## src/design/wrlm_pkg.sv

```systemverilog
// Shared types, constants and helper functions of the rate and latency monitor.
package wrlm_pkg;

    // Window lengths in seconds.
    localparam int SHORT_WINDOW = 60;
    localparam int MID_WINDOW   = 300;
    localparam int LONG_WINDOW  = 900;

    // Effective window lengths, clamped to the history depth and to at least one.
    localparam int W_SHORT = (SHORT_WINDOW > LONG_WINDOW) ? LONG_WINDOW :
                             (SHORT_WINDOW < 1) ? 1 : SHORT_WINDOW;
    localparam int W_MID   = (MID_WINDOW > LONG_WINDOW) ? LONG_WINDOW :
                             (MID_WINDOW < 1) ? 1 : MID_WINDOW;
    localparam int W_LONG  = (LONG_WINDOW < 1) ? 1 : LONG_WINDOW;

    // Field widths.
    localparam int KIND_W = 2;
    localparam int LEN_W  = 32;
    localparam int LAT_W  = 32;
    localparam int RATE_W = 24;
    localparam int TOT_W  = 48;
    localparam int WIN_W  = 2;
    localparam int DLY_W  = LAT_W + 8;

    // History and sum widths.
    localparam int FILL_W = $clog2(LONG_WINDOW + 1);
    localparam int ADDR_W = $clog2(LONG_WINDOW);
    localparam int RSUM_W = RATE_W + FILL_W;
    localparam int DSUM_W = DLY_W + FILL_W;
    localparam int LSUM_W = 64;

    // Divider widths.
    localparam int DIVD_W = 64;
    localparam int DIVS_W = 24;
    localparam int DCNT_W = $clog2(DIVD_W);

    // Event kinds.
    localparam logic [KIND_W-1:0] KIND_REQ  = 2'd0;
    localparam logic [KIND_W-1:0] KIND_RESP = 2'd1;
    localparam logic [KIND_W-1:0] KIND_TICK = 2'd2;

    // Window indexes.
    localparam logic [WIN_W-1:0] WIN_SHORT = 2'd0;
    localparam logic [WIN_W-1:0] WIN_MID   = 2'd1;
    localparam logic [WIN_W-1:0] WIN_LONG  = 2'd2;

    typedef enum logic [1:0] {
        HIST_RATE,
        HIST_BUSY,
        HIST_DELAY
    } hist_t;

    typedef enum logic [3:0] {
        OP_NONE,
        OP_ACCEPT,
        OP_READ,
        OP_UPDATE,
        OP_WRITE,
        OP_DIV_WIN,
        OP_STORE_WIN,
        OP_DIV_LAT,
        OP_STORE_LAT
    } dp_op_t;

    typedef struct packed {
        dp_op_t           op;
        hist_t            hist;
        logic [WIN_W-1:0] win;
    } dp_cmd_t;

    typedef struct packed {
        logic rate_nz;
        logic lat_go;
        logic div_done;
    } dp_status_t;

    // Window length for a window index.
    function automatic logic [FILL_W-1:0] win_len(input logic [WIN_W-1:0] k);
        logic [FILL_W-1:0] w;
        case (k)
            WIN_SHORT: w = FILL_W'(W_SHORT);
            WIN_MID:   w = FILL_W'(W_MID);
            default:   w = FILL_W'(W_LONG);
        endcase
        return w;
    endfunction

    // Distance forward from the write slot to the entry leaving a window.
    function automatic logic [ADDR_W:0] win_back(input logic [WIN_W-1:0] k);
        logic [ADDR_W:0] d;
        case (k)
            WIN_SHORT: d = (ADDR_W+1)'(LONG_WINDOW - W_SHORT);
            WIN_MID:   d = (ADDR_W+1)'(LONG_WINDOW - W_MID);
            default:   d = (ADDR_W+1)'(LONG_WINDOW - W_LONG);
        endcase
        return d;
    endfunction

endpackage

```

## src/design/wrlm_ctrl.sv

```systemverilog
// Sequencer: takes items, walks the history pushes, divisions and result emission.
module wrlm_ctrl (
    input  logic                          clk,
    input  logic                          rst_n,
    input  logic                          in_valid,
    input  logic [wrlm_pkg::KIND_W-1:0]   in_kind,
    output logic                          in_ready,
    output logic                          out_valid,
    input  logic                          out_ready,
    input  wrlm_pkg::dp_status_t          status,
    output wrlm_pkg::dp_cmd_t             cmd
);

    typedef enum logic [3:0] {
        ST_IDLE,
        ST_RD,
        ST_UPD,
        ST_WR,
        ST_DSTART,
        ST_DWAIT,
        ST_LSTART,
        ST_LWAIT,
        ST_EMIT
    } state_t;

    state_t                       state_reg;
    wrlm_pkg::hist_t              hist_reg;
    logic [wrlm_pkg::WIN_W-1:0]   win_reg;

    // Command decode
    always_comb
    begin
        cmd.op   = wrlm_pkg::OP_NONE;
        cmd.hist = hist_reg;
        cmd.win  = win_reg;
        case (state_reg)
            ST_IDLE:   cmd.op = in_valid ? wrlm_pkg::OP_ACCEPT : wrlm_pkg::OP_NONE;
            ST_RD:     cmd.op = wrlm_pkg::OP_READ;
            ST_UPD:    cmd.op = wrlm_pkg::OP_UPDATE;
            ST_WR:     cmd.op = wrlm_pkg::OP_WRITE;
            ST_DSTART: cmd.op = wrlm_pkg::OP_DIV_WIN;
            ST_DWAIT:  cmd.op = status.div_done ? wrlm_pkg::OP_STORE_WIN : wrlm_pkg::OP_NONE;
            ST_LSTART: cmd.op = wrlm_pkg::OP_DIV_LAT;
            ST_LWAIT:  cmd.op = status.div_done ? wrlm_pkg::OP_STORE_LAT : wrlm_pkg::OP_NONE;
            default:   cmd.op = wrlm_pkg::OP_NONE;
        endcase
    end

    assign in_ready  = (state_reg == ST_IDLE);
    assign out_valid = (state_reg == ST_EMIT);

    // State, history and window index
    always_ff @(posedge clk or negedge rst_n)
    begin
        if (!rst_n)
        begin
            state_reg <= ST_IDLE;
            hist_reg  <= wrlm_pkg::HIST_RATE;
            win_reg   <= wrlm_pkg::WIN_SHORT;
        end
        else
        begin
            case (state_reg)
                ST_IDLE:
                begin
                    if (in_valid && in_kind == wrlm_pkg::KIND_TICK)
                    begin
                        hist_reg  <= wrlm_pkg::HIST_RATE;
                        win_reg   <= wrlm_pkg::WIN_SHORT;
                        state_reg <= ST_RD;
                    end
                end
                ST_RD:
                    state_reg <= ST_UPD;
                ST_UPD:
                begin
                    if (win_reg == wrlm_pkg::WIN_LONG)
                    begin
                        win_reg   <= wrlm_pkg::WIN_SHORT;
                        state_reg <= ST_WR;
                    end
                    else
                    begin
                        win_reg   <= win_reg + 1'b1;
                        state_reg <= ST_RD;
                    end
                end
                ST_WR:
                    state_reg <= ST_DSTART;
                ST_DSTART:
                    state_reg <= ST_DWAIT;
                ST_DWAIT:
                begin
                    if (status.div_done)
                    begin
                        if (win_reg != wrlm_pkg::WIN_LONG)
                        begin
                            win_reg   <= win_reg + 1'b1;
                            state_reg <= ST_DSTART;
                        end
                        else
                        begin
                            win_reg <= wrlm_pkg::WIN_SHORT;
                            // pick the next history, or the latency division, or emit
                            if (hist_reg == wrlm_pkg::HIST_RATE && status.rate_nz)
                            begin
                                hist_reg  <= wrlm_pkg::HIST_BUSY;
                                state_reg <= ST_RD;
                            end
                            else if (hist_reg != wrlm_pkg::HIST_DELAY && status.lat_go)
                                state_reg <= ST_LSTART;
                            else
                                state_reg <= ST_EMIT;
                        end
                    end
                end
                ST_LSTART:
                    state_reg <= ST_LWAIT;
                ST_LWAIT:
                begin
                    if (status.div_done)
                    begin
                        hist_reg  <= wrlm_pkg::HIST_DELAY;
                        win_reg   <= wrlm_pkg::WIN_SHORT;
                        state_reg <= ST_RD;
                    end
                end
                ST_EMIT:
                begin
                    if (out_ready)
                    begin
                        if (win_reg == wrlm_pkg::WIN_LONG)
                        begin
                            win_reg   <= wrlm_pkg::WIN_SHORT;
                            state_reg <= ST_IDLE;
                        end
                        else
                            win_reg <= win_reg + 1'b1;
                    end
                end
                default:
                    state_reg <= ST_IDLE;
            endcase
        end
    end

endmodule

```

## config.mk

```make
export PLATFORM = sky130hd
export DESIGN_NAME = wrlm_ctrl
export DESIGN_NICKNAME = d
export VERILOG_FILES = /design/src/design/wrlm_pkg.sv /design/src/design/wrlm_ctrl.sv
export SDC_FILE = /design/constraint.sdc
export NUM_CORES = 1
export LEC_CHECK = 0
export ABC_AREA = 1
export BUFFER_PORTS_ARGS = -buffer_cell sky130_fd_sc_hd__buf_2
export CAP_MARGIN = 20
export CORE_MARGIN = 8
export CORE_UTILIZATION = 49
export DETAILED_ROUTE_END_ITERATION = 7
export PLACE_DENSITY = 0.85
export SLEW_MARGIN = 10
export SYNTH_ARGS = -nofsm -noshare
export SYNTH_HDL_FRONTEND = slang
export SYNTH_SLANG_ARGS = --single-unit
```

## constraint.sdc

```tcl
create_clock -name clk -period 1.49 [get_ports clk]
set_clock_uncertainty 0.1 [all_clocks]
set_input_delay 0.0745 -clock clk [delete_from_list [all_inputs] [get_ports clk]]
set_output_delay 0.0745 -clock clk [all_outputs]
set_load 0.005 [all_outputs]
```

==> results of run 1 <==
-- area by class of cell --
type                       count  area share (%)
multi-input combinational     84            49.9
sequential                     8            23.5
timing repair buffer          22            14.1
inverter                      18            7.78
clock buffer                   3            2.59
tap                           15            2.16
-- kinds of logic after synthesis --
kind of cell	count (synthesis)
AO/OA/AOI/OAI	4
AND/OR/NAND/NOR	80
buffers and inverters	18
flip-flops	8
-- cells in the final DEF, fill, tap and decap left out, types with 4 or more instances in the layout --
master	instances
buf_2	18
dfrtp_1	5
inv_1	13
inv_2	5
nand2_1	41
nand3_1	12
nor2_1	9
nor2_2	4
nor2_4	6
-- power groups by stage --
stage | registers (mW) | logic (mW) | clock network (mW)
global route | 0.378 | 0.940 | 0.180
detailed placement | 0.350 | 0.784 | 0
floorplan | 0.339 | 0.566 | 0
CTS | 0.354 | 0.794 | 0.168
global placement | 0.347 | 0.761 | 0
finish | 0.373 | 0.831 | 0.163
-- timing repair --
action,4_1_cts,5_1_grt
endpoints found under the setup margin,2,13
hold endpoints to repair,8,0
hold buffers,1,0
setup buffers,0,1
resized for setup,3,10
-- worst max path at each step --
stage                            start      endpoint  slack [ps]
final                     state_reg[1]        cmd[5]        -0.7
after global routing      state_reg[1]        cmd[5]         -50
after CTS                 state_reg[3]        cmd[4]           2
after detailed placement  state_reg[0]  state_reg[1]          80
after global placement    state_reg[0]  state_reg[2]          70
after floorplan           state_reg[0]  state_reg[0]         200
-- worst reg2reg max path, cell delays in order, from the launching register on --
cell and delay (ps):
dfrtp_1 430, inv_2 120, nand2_2 80, nor2_4 180, nand3_1 130, nand2_1 100, nand2_1 70, nand2_1 70
nand2_1 40
-- stage by stage --
stage          hold WS (ps)  setup TNS, ps  utilization (%)  worst slack (ps)  area, sq um
2_1_floorplan          -321              0                -               199          674
3_3_place_gp           -178              0             61.3              71.2          798
3_5_place_dp           -175              0             61.3              81.2          798
4_1_cts                46.8              0             64.4              1.82          838
5_1_grt                73.7           -176             66.7             -49.1          868
6_report               65.4         -0.684             66.7            -0.684          868
-- metal layers --
| layer | up-vias | share of wire, % | track usage [%] |
|---|---|---|---|
| met5 | - | 0 | 0 |
| met4 | 0 | 2.9 | 6.72 |
| met3 | 8 | 7.9 | 1.96 |
| met2 | 33 | 50 | 23.0 |
| met1 | 340 | 39 | 16.6 |
| li1 | 391 | - | - |
==> reports/metrics.cfg, run 1 <==
[setup_path]
critPathKind = flop to output port
r2r-end = hist_reg[0]
critPathSlowestCell = dfrtp_1
crit_chain = inv_2 -> nand2_2 -> nor2_4 -> nand2_2 -> nand4_1 -> buf_2
r2r-start = state_reg[1]
cp.depth = 6
required_ps = 1320
r2r_cells = 8
path_delay_family = flip-flops
worst_setup_path_end_kind = output port
regToRegSetupSlack_ps = 60
critPathMostFrequentCell = nand2_2
max_stage_delay_ps = 430
startpoint_type = flop
critPathArrivalTime_ps = 1320
cp_max_fo = 5
path_buf_inv = 2

[yosys]
synth_largest_area_cell = dfrtp_1
synth-main-ff-cell = dfrtp_1
seq_area_frac_synth_pct = 29.7
yosysWarningCount = 0
synthCells = 110
netlist_area_sq_um = 674
synth_top_area_share_pct = 29.7
ys_types = 16
yosys-top-cells-area = dfrtp_1 (30%), nand2_1 (23%), nand3_1 (8.9%)
synth_xor_area_share_pct = 0
ys_seq_elements = 8
synth_edf_count = 0
synth_fp_nets = 119
postSynth.asyncResetShare_pct = 100
synth-compound-area-share_pct = 3.90
syn_area_per_cell_sq_um = 6.13
synth.most_common_cell = nand2_1
synth_common_cells = nand2_1 (42), inv_1 (14), nor2_1 (13), nand3_1 (12), dfrtp_1 (8)
synth-simple-area-share_pct = 56.4
synth_fa_ha_area_share_pct = 0
synth_top_family_by_area = simple AND/OR/NAND/NOR gates
synthMuxAreaShare_pct = 0

[power_and_ir_drop]
seqPwrFrac_pct = 27.3
p_total_mw = 1.37
clkPwrFrac_pct = 11.9
power_switching_mw = 0.682
p_int_mw = 0.684
combPwrFrac_pct = 60.8
vdd_drop_max_uv = 1110
power.density_nw_per_um2 = 1570
p_leak_nw = 0.511
p_sw_share_pct = 49.9

[timing]
hold_viol = 0
rsz0062_at_grt = yes
relSlewSlack_pct = 82.8
worst_pin_slew_ps = 256
setup_violations = 1
period_needed_ps = 1490
final_max_slew_viol_count = 0
fin_ws_ps = -0.684
fmax_mhz = 671
finalCritPeriodShare_pct = 100

[global_route]
grt_max_degree = 9
track_usage_pct = 13.7
gr-total-overflow = 0
grt_pass1_vias = 708
antenna_found_initial = 0
grt_pass1_wl_um = 2990

[worst_hold_path]
hp-start = status[0]
min_to = state_reg[1]
hold_depth = 4
hold_class = primary input to flop

[layout]
drive_above_1_share_pct = 37.0
largest_reg_flops = 4
regArea_sq_um = 204
n_antenna_cell = 0
area_growth_pct = 28.8
multiInputGateArea_sq_um = 433
fillers = 126
final_cell_count_no_fill = 150
nNetsFinal = 146

[floorplanning]
core_sq_um = 1300
die-area_sq_um = 2820
initial_core_util_pct = 51.8
pin_count = 19
die_h_um = 53.1
rows = 13
die_x_um = 53.1

[routing]
ant_nets = 0
wl_per_cell_um = 12.3
drtPass1Iterations = 4
post-route-drc-count = 0
avgViaCountPerCell = 5.15
drt-total-wl_um = 1840
drt_iter0_drc = 28
vias = 772

[placement]
place_hpwl_um = 1460
port_buffers = 18
dp_cells = 145
gp_congestion = 0.850

[clock_network]
cts_tree = yes
cts.htree.levels = 1
cts_root_buf = clkbuf_4
clkLatencyLatePin_ps = 250
clk_pin_slew_worst_paths_ps = 50
cts_buffers = 3
cts_buffer_depth = 2
numClockSinks = 8

[run]
cap_violations = 0

[run_status]
outcome = finished with violations
violations = negative setup slack

(Power assumes the default switching activity.)
==> run 2: changes to the inputs <==
--- a/config.mk
+++ b/config.mk
@@ -8,8 +8,10 @@
 export ABC_AREA = 1
 export BUFFER_PORTS_ARGS = -buffer_cell sky130_fd_sc_hd__buf_2
 export CAP_MARGIN = 20
+export CELL_PAD_IN_SITES_DETAIL_PLACEMENT = 2
+export CELL_PAD_IN_SITES_GLOBAL_PLACEMENT = 2
 export CORE_MARGIN = 8
-export CORE_UTILIZATION = 49
+export CORE_UTILIZATION = 25
 export DETAILED_ROUTE_END_ITERATION = 7
 export PLACE_DENSITY = 0.85
 export SLEW_MARGIN = 10
==> run 2 against run 1 <==
First-iteration DRC count down 50%. Non-clock buffer count increased by 4. Worst setup slack improved by 34 ps. Maximum frequency rose by 2.3%. Via count increased by 3.5%. Worst hold slack improved by 7.5 ps. Register-to-register slack barely moved. Clock-buffer cell count is the same. Design area increased by 9.5%. Sequential share of layout area decreased by 2.0 points. The run now ends clean. Critical path depth decreased by 1.
==> reports/metrics.cfg, run 2 (synthesized netlist as in run 1, its figures left out) <==
[placement]
port_buffers = 18  ; unchanged
place_ws_ps = -36.4  ; -118 ps
place_hpwl_um = 2100  ; +44%
gp_congestion = 0.775  ; -8.8%
dp_cells = 163  ; +12%

[global_route]
grt_pass1_wl_um = 4150  ; +38%
gr-total-overflow = 0  ; unchanged
antenna_found_initial = 0  ; unchanged
grt_max_degree = 9  ; unchanged
grt_pass1_vias = 910  ; +29%
track_usage_pct = 11.9  ; -1.8 points

[timing]
relSlewSlack_pct = 81.5  ; -1.3 points
hold_viol = 0  ; unchanged
hold_ws_ps = 72.9  ; +7.54 ps
final_max_slew_viol_count = 0  ; unchanged
fmax_mhz = 687  ; +2.3%
worst_pin_slew_ps = 276  ; +19.5 ps
setup_violations = 0  ; -1
rsz0062_at_grt = yes
period_needed_ps = 1460  ; -34.2 ps
fin_ws_ps = 33.5  ; +34.2 ps
finalCritPeriodShare_pct = 97.8  ; -2.3 points

[floorplanning]
rows = 19  ; +6
die_h_um = 67.9  ; +28%
initial_core_util_pct = 25.3  ; -26 points
die_x_um = 67.9  ; +28%
die-area_sq_um = 4620  ; +64%
core_sq_um = 2660  ; +100%
pin_count = 19  ; unchanged

[routing]
drt-total-wl_um = 2580  ; +40%
ant_nets = 0  ; unchanged
drt_iter0_drc = 14  ; -50%
wl_per_cell_um = 15.2  ; +24%
avgViaCountPerCell = 4.70  ; -8.7%
post-route-drc-count = 0  ; unchanged
drtPass1Iterations = 2  ; -2
vias = 799  ; +3.5%

[layout]
n_antenna_cell = 0  ; unchanged
mostFrequentLayoutCell = nand2_1
regArea_sq_um = 204  ; unchanged
fillers = 347  ; +180%
largest_reg_flops = 4  ; unchanged
area_growth_pct = 41.0
multiInputGateArea_sq_um = 455  ; +5.2%
final_cell_count_no_fill = 170  ; +13%
final_cell_mix = nand2_1 (39), buf_2 (18), inv_1 (13)
drive_above_1_share_pct = 41.7  ; +4.7 points
nNetsFinal = 150  ; +2.7%

[run_status]
outcome = finished, final reports clean

[run]
cap_violations = 0  ; unchanged

[setup_path]
r2r-start = state_reg[0]
critPathArrivalTime_ps = 1280  ; -40 ps
r2r_cells = 9  ; +1
max_stage_delay_ps = 460  ; +30 ps
crit_chain = nor2_4 -> buf_6 -> nand3_1 -> nand4_1 -> buf_2
cp.depth = 5  ; -1
path_delay_family = flip-flops
worst_setup_path_end_kind = output port
path_buf_inv = 2  ; unchanged
cp_max_fo = 4  ; -1
critPathKind = flop to output port
endpoint = cmd[5]
critPathSlowestCell = dfrtp_2
regToRegSetupSlack_ps = 50  ; about the same
startpoint_type = flop
cp-startpoint = state_reg[3]
required_ps = 1320  ; about the same
r2r-end = hist_reg[1]

[power_and_ir_drop]
p_leak_nw = 0.551  ; +7.9%
power_switching_mw = 0.767  ; +12%
p_total_mw = 1.51  ; +10%
combPwrFrac_pct = 63.2  ; +2.4 points
vdd_drop_max_uv = 662  ; -40%
power.density_nw_per_um2 = 1580  ; +0.57%
p_int_mw = 0.738  ; +7.9%
p_sw_share_pct = 51.0  ; +1.0 points
seqPwrFrac_pct = 24.9  ; -2.4 points
clkPwrFrac_pct = 11.9  ; about the same

[clock_network]
clk_pin_slew_worst_paths_ps = 60  ; about the same
cts_buffer_depth = 2  ; unchanged
cts_root_buf = clkbuf_4
cts_buffers = 3  ; unchanged
clkLatencyLatePin_ps = 270  ; +20 ps
numClockSinks = 8  ; unchanged
cts.htree.levels = 1  ; unchanged
cts_tree = yes

[worst_hold_path]
hold_class = primary input to flop

[run 2: changes by cell type in the layout (fill, tap and decap cells not counted)]
cell / before / now
inv_4: 0 / 1
nand3_2: 2 / 3
buf_4: 3 / 5
nand2_2: 3 / 4
inv_2: 5 / 4
buf_6: 0 / 2
nand3_1: 12 / 11
nor2_1: 9 / 8
nand2_1: 41 / 39
nor2_4: 6 / 7
nand2_4: 1 / 2
[run 2: layout make-up]
type,instances,share of cell area [%]
Timing Repair Buffer,26,16.8
Inverter,18,7.37
Sequential cell,8,21.4
Clock buffer,3,2.37
Multi-Input combinational cell,84,47.9
Tap cell,31,4.08
[run 2: power groups by stage]
stage               combinational, mW  clock (mW)  sequential (mW)
floorplan                       0.566           0            0.339
global placement                0.819           0            0.351
detailed placement              0.867           0            0.355
CTS                             0.891       0.187            0.366
global route                     1.07       0.198            0.388
finish                          0.951       0.180            0.375
[run 2: stage by stage]
step | utilization, % | setup TNS, ps | cell area (sq um)
floorplan | - | 0 | 674
global placement | 31.3 | -2.87 | 833
detailed placement | 31.3 | -97.2 | 833
CTS | 33.6 | 0 | 893
global route | 35.7 | -359 | 951
finish | 35.7 | 0 | 951
[run 2: worst reg2reg max path, stage by stage (launching register included)]
cell and delay [ps]:
dfrtp_2 460, nor2_2 180, nand2_1 100, inv_2 80, nand2_2 70, nand2_4 120, inv_1 70, nand2_1 90
nand2_1 60, nand2_1 60
[run 2: metal layers]
layer  vias up  global-route usage [%]  routed length, um
li1        398                       -                  -
met2        17                    22.0               1390
met1       382                    13.1               1040
met4         0                    3.84                 15
met3         2                    2.62                130
met5         -                       0                  0
[run 2: repair_timing]
action                                  4_1_cts  5_1_grt
pin swaps                                     1        7
cloned                                        0        0
hold buffers                                  1        0
endpoints found under the setup margin        9       13
endpoints found under the hold margin         8        0
resized for setup                             9       13
setup buffers                                 1        2
[run 2: worst min path at each step]
stage	from	to	slack [ps]	cells past startpoint
after floorplan	rst_n	hist_reg[0]	-320	0
after global placement	rst_n	hist_reg[1]	-170	1
after detailed placement	rst_n	hist_reg[1]	-160	1
after CTS	status[0]	state_reg[1]	70	4
after global routing	rst_n	hist_reg[0]	90	2
final	status[1]	state_reg[3]	70	4
==> run 3: changes to the inputs <==
--- a/config.mk
+++ b/config.mk
@@ -5,13 +5,13 @@
 export SDC_FILE = /design/constraint.sdc
 export NUM_CORES = 1
 export LEC_CHECK = 0
-export ABC_AREA = 1
+export ABC_AREA = 0
 export BUFFER_PORTS_ARGS = -buffer_cell sky130_fd_sc_hd__buf_2
 export CAP_MARGIN = 20
 export CELL_PAD_IN_SITES_DETAIL_PLACEMENT = 2
 export CELL_PAD_IN_SITES_GLOBAL_PLACEMENT = 2
 export CORE_MARGIN = 8
-export CORE_UTILIZATION = 25
+export CORE_UTILIZATION = 28
 export DETAILED_ROUTE_END_ITERATION = 7
 export PLACE_DENSITY = 0.85
 export SLEW_MARGIN = 10
==> run 3 against run 2 <==
The run now ends with negative setup slack left. Total power rose by 39%. Combinational power increased by 59%. Design area grew 18%. Core utilization grew 16 points. First-iteration DRC count up 43%. Via count down 1.9%. Final cell count shrank 14%. Critical path type is now flop to flop. Largest cell class unchanged. Highest routed layer unchanged.
==> reports/metrics.cfg, run 3 <==
[yosys]
ys_seq_elements = 8  ; unchanged
ys_types = 37  ; +21
synth-main-ff-cell = dfrtp_1
synth_largest_area_cell = dfrtp_1
yosys-top-cells-area = dfrtp_1 (31%), mux2_4 (4.6%), a21oi_1 (3.9%)
synthMuxAreaShare_pct = 4.64  ; +4.6 points
synth_fp_nets = 85  ; -29%
seq_area_frac_synth_pct = 30.9  ; +1.3 points
synth_fa_ha_area_share_pct = 0  ; unchanged
synth_top_area_share_pct = 30.9  ; +1.3 points
synth.most_common_cell = dfrtp_1
synth_edf_count = 0  ; unchanged
synth-compound-area-share_pct = 24.2  ; +20 points
netlist_area_sq_um = 647  ; -4.1%
synth-simple-area-share_pct = 29.4  ; -27 points
postSynth.asyncResetShare_pct = 100  ; unchanged
synthCells = 76  ; -31%
syn_area_per_cell_sq_um = 8.51  ; +39%
synth_xor_area_share_pct = 1.35  ; +1.4 points
yosysWarningCount = 0  ; unchanged
synth_top_family_by_area = simple AND/OR/NAND/NOR gates
synth_common_cells = dfrtp_1 (8), nor2_1 (6), a21oi_1 (5), inv_1 (5)

[clock_network]
clk_pin_slew_worst_paths_ps = 70  ; about the same
cts_root_buf = clkbuf_4
cts_tree = yes
clkLatencyLatePin_ps = 270  ; about the same
cts.htree.levels = 1  ; unchanged
numClockSinks = 8  ; unchanged
cts_buffer_depth = 2  ; unchanged
cts_buffers = 3  ; unchanged

[setup_path]
worst_setup_path_end_kind = flop
required_ps = 1550  ; +230 ps
startpoint_type = flop
endpoint = win_reg[0]
regToRegSetupSlack_ps = -110  ; -160 ps
critPathArrivalTime_ps = 1660  ; +380 ps
max_stage_delay_ps = 420  ; -40 ps
path_buf_inv = 1  ; -1
cp-startpoint = state_reg[3]
r2r-start = state_reg[3]
critPathSlowestCell = dfrtp_1
critPathKind = flop to flop
crit_chain = buf_6 -> nor4_4 -> nand2_2 -> o21ai_4 -> mux2_4
r2r-end = win_reg[0]
cp.depth = 5  ; unchanged
path_delay_family = flip-flops
r2r_cells = 5  ; -4
cp_max_fo = 3  ; -1

[timing]
final_max_slew_viol_count = 0  ; unchanged
fmax_mhz = 623  ; -9.2%
hold_ws_ps = 29.5  ; -43.4 ps
period_needed_ps = 1600  ; +148 ps
rsz0062_at_grt = yes
fin_ws_ps = -115  ; -148 ps
worst_pin_slew_ps = 260  ; -15.3 ps
setup_violations = 9  ; +9
hold_viol = 0  ; unchanged
finalCritPeriodShare_pct = 108  ; +10 points
relSlewSlack_pct = 82.5  ; +0.97 points

[global_route]
gr-max-usage-layer = met2
grt_pass1_wl_um = 4470  ; +7.8%
grt_pass1_vias = 873  ; -4.1%
use_met3_pct = 2.61  ; -0.0054 points
met2_usage_pct = 24.3  ; +2.3 points
grt_max_degree = 9  ; unchanged
antenna_found_initial = 0  ; unchanged
track_usage_pct = 13.9  ; +2.0 points
gr-usage-met1_pct = 15.8  ; +2.8 points
gr-total-overflow = 0  ; unchanged

[floorplanning]
pin_count = 19  ; unchanged
rows = 17  ; -2
die_h_um = 64.1  ; -5.7%
die_x_um = 64.1  ; -5.7%
die-area_sq_um = 4100  ; -11%
initial_core_util_pct = 29.5  ; +4.2 points
core_sq_um = 2190  ; -18%

[routing]
ant_nets = 0  ; unchanged
drtPass1Iterations = 4  ; +2
post-route-drc-count = 0  ; unchanged
drt_iter0_drc = 20  ; +6
vias = 784  ; -1.9%
wl_per_cell_um = 21.0  ; +38%
avgViaCountPerCell = 5.37  ; +14%
drt-total-wl_um = 3070  ; +19%

[layout]
final_cell_mix = buf_4 (18), buf_2 (17), buf_6 (9)
largest_reg_flops = 4  ; unchanged
multiInputGateArea_sq_um = 512  ; +12%
final_area_sq_um = 1120  ; +18%
regArea_sq_um = 204  ; unchanged
nNetsFinal = 129  ; -14%
fillers = 233  ; -33%
drive_above_1_share_pct = 63.6  ; +22 points
n_antenna_cell = 0  ; unchanged
area_growth_pct = 73.7
mostFrequentLayoutCell = buf_4

[placement]
place_hpwl_um = 1900  ; -9.8%
port_buffers = 18  ; unchanged
dpl_cell_area_sq_um = 843  ; +1.2%
gp_congestion = 0.774  ; -0.17%

[run_status]
outcome = finished with violations
violations = negative setup slack

[power_and_ir_drop]
vdd_drop_max_uv = 708  ; +6.9%
power.density_nw_per_um2 = 1860  ; +17%
p_leak_nw = 0.527  ; -4.5%

[run]
cap_violations = 0  ; unchanged

[worst_hold_path]
hold_class = primary input to flop

-- run 3: cell count changes after synthesis, moves of 4 or more --
cell,delta
nand2_1,-38
nand3_1,-10
inv_1,-9
nor2_1,-7
a21oi_1,+4
buf_2,+4
inv_2,-4
nor2_4,-4
nor2b_1,+4
nor3_1,+4
-- run 3: cells by family (layout without fill, tap and decap cells) --
kind of cell,after synthesis,count (layout)
simple gates,33,33
xor+xnor,1,1
mux,2,2
buf+inv,11,53
flops,8,8
compound gates,21,21
-- run 3: cell type report --
class	instances	share of cell area, %
well taps	28	3.12
clock buffers	3	2.00
multi-input cells	57	45.5
inverters	5	1.67
flip-flops and latches	8	18.2
repair buffers	45	29.5
-- run 3: how the worst min path moves through the flow --
stage / startpoint / end / slack (ps) / depth (start not counted)
6_report: out_ready / state_reg[3] / 30 / 3
3_5_place_dp: rst_n / hist_reg[0] / -170 / 1
3_3_place_gp: rst_n / state_reg[3] / -170 / 1
4_1_cts: out_ready / state_reg[3] / 7 / 3
5_1_grt: out_ready / state_reg[3] / 40 / 3
2_1_floorplan: rst_n / hist_reg[0] / -320 / 0
-- run 3: power breakdown --
part | leakage (nW) | switching (mW) | total, mW | internal [mW]
clock network | 0.0138 | 0.103 | 0.197 | 0.0936
registers | 0.102 | 0.0869 | 0.378 | 0.291
logic | 0.411 | 0.735 | 1.51 | 0.778
total | 0.527 | 0.925 | 2.09 | 1.16
-- run 3: timing repair --
action                     CTS  global route
cloned                       0             0
hold endpoints to repair     8             0
pin swaps                   12            11
hold buffers                 1             0
setup endpoints to repair   11            13
resized for setup           21            15
buffers inserted             5             8
-- run 3: routing by layer --
metal / part of all wire, % / up-vias
met1: 43 / 395
met4: 2.3 / 0
met5: 0 / -
met2: 52 / 21
li1: - / 362
met3: 3.2 / 6
-- run 3: worst register-to-register path, cell delays in order, from the launching register on --
cell and delay, ps:
dfrtp_1 420, buf_6 150, nor4_4 300, nand2_2 120
o21ai_4 90, mux2_4 310
-- run 3: metrics by stage --
stage	power (mW)	setup TNS, ps	util (%)	worst slack [ps]	cells
2_1_floorplan	0.997	-26.8	-	-13.4	76
3_3_place_gp	1.30	-128	38.5	-60.6	130
3_5_place_dp	1.37	-283	38.5	-90.1	130
4_1_cts	1.83	-333	45.5	-105	139
5_1_grt	2.22	-923	51.3	-161	146
6_report	2.09	-512	51.3	-115	146
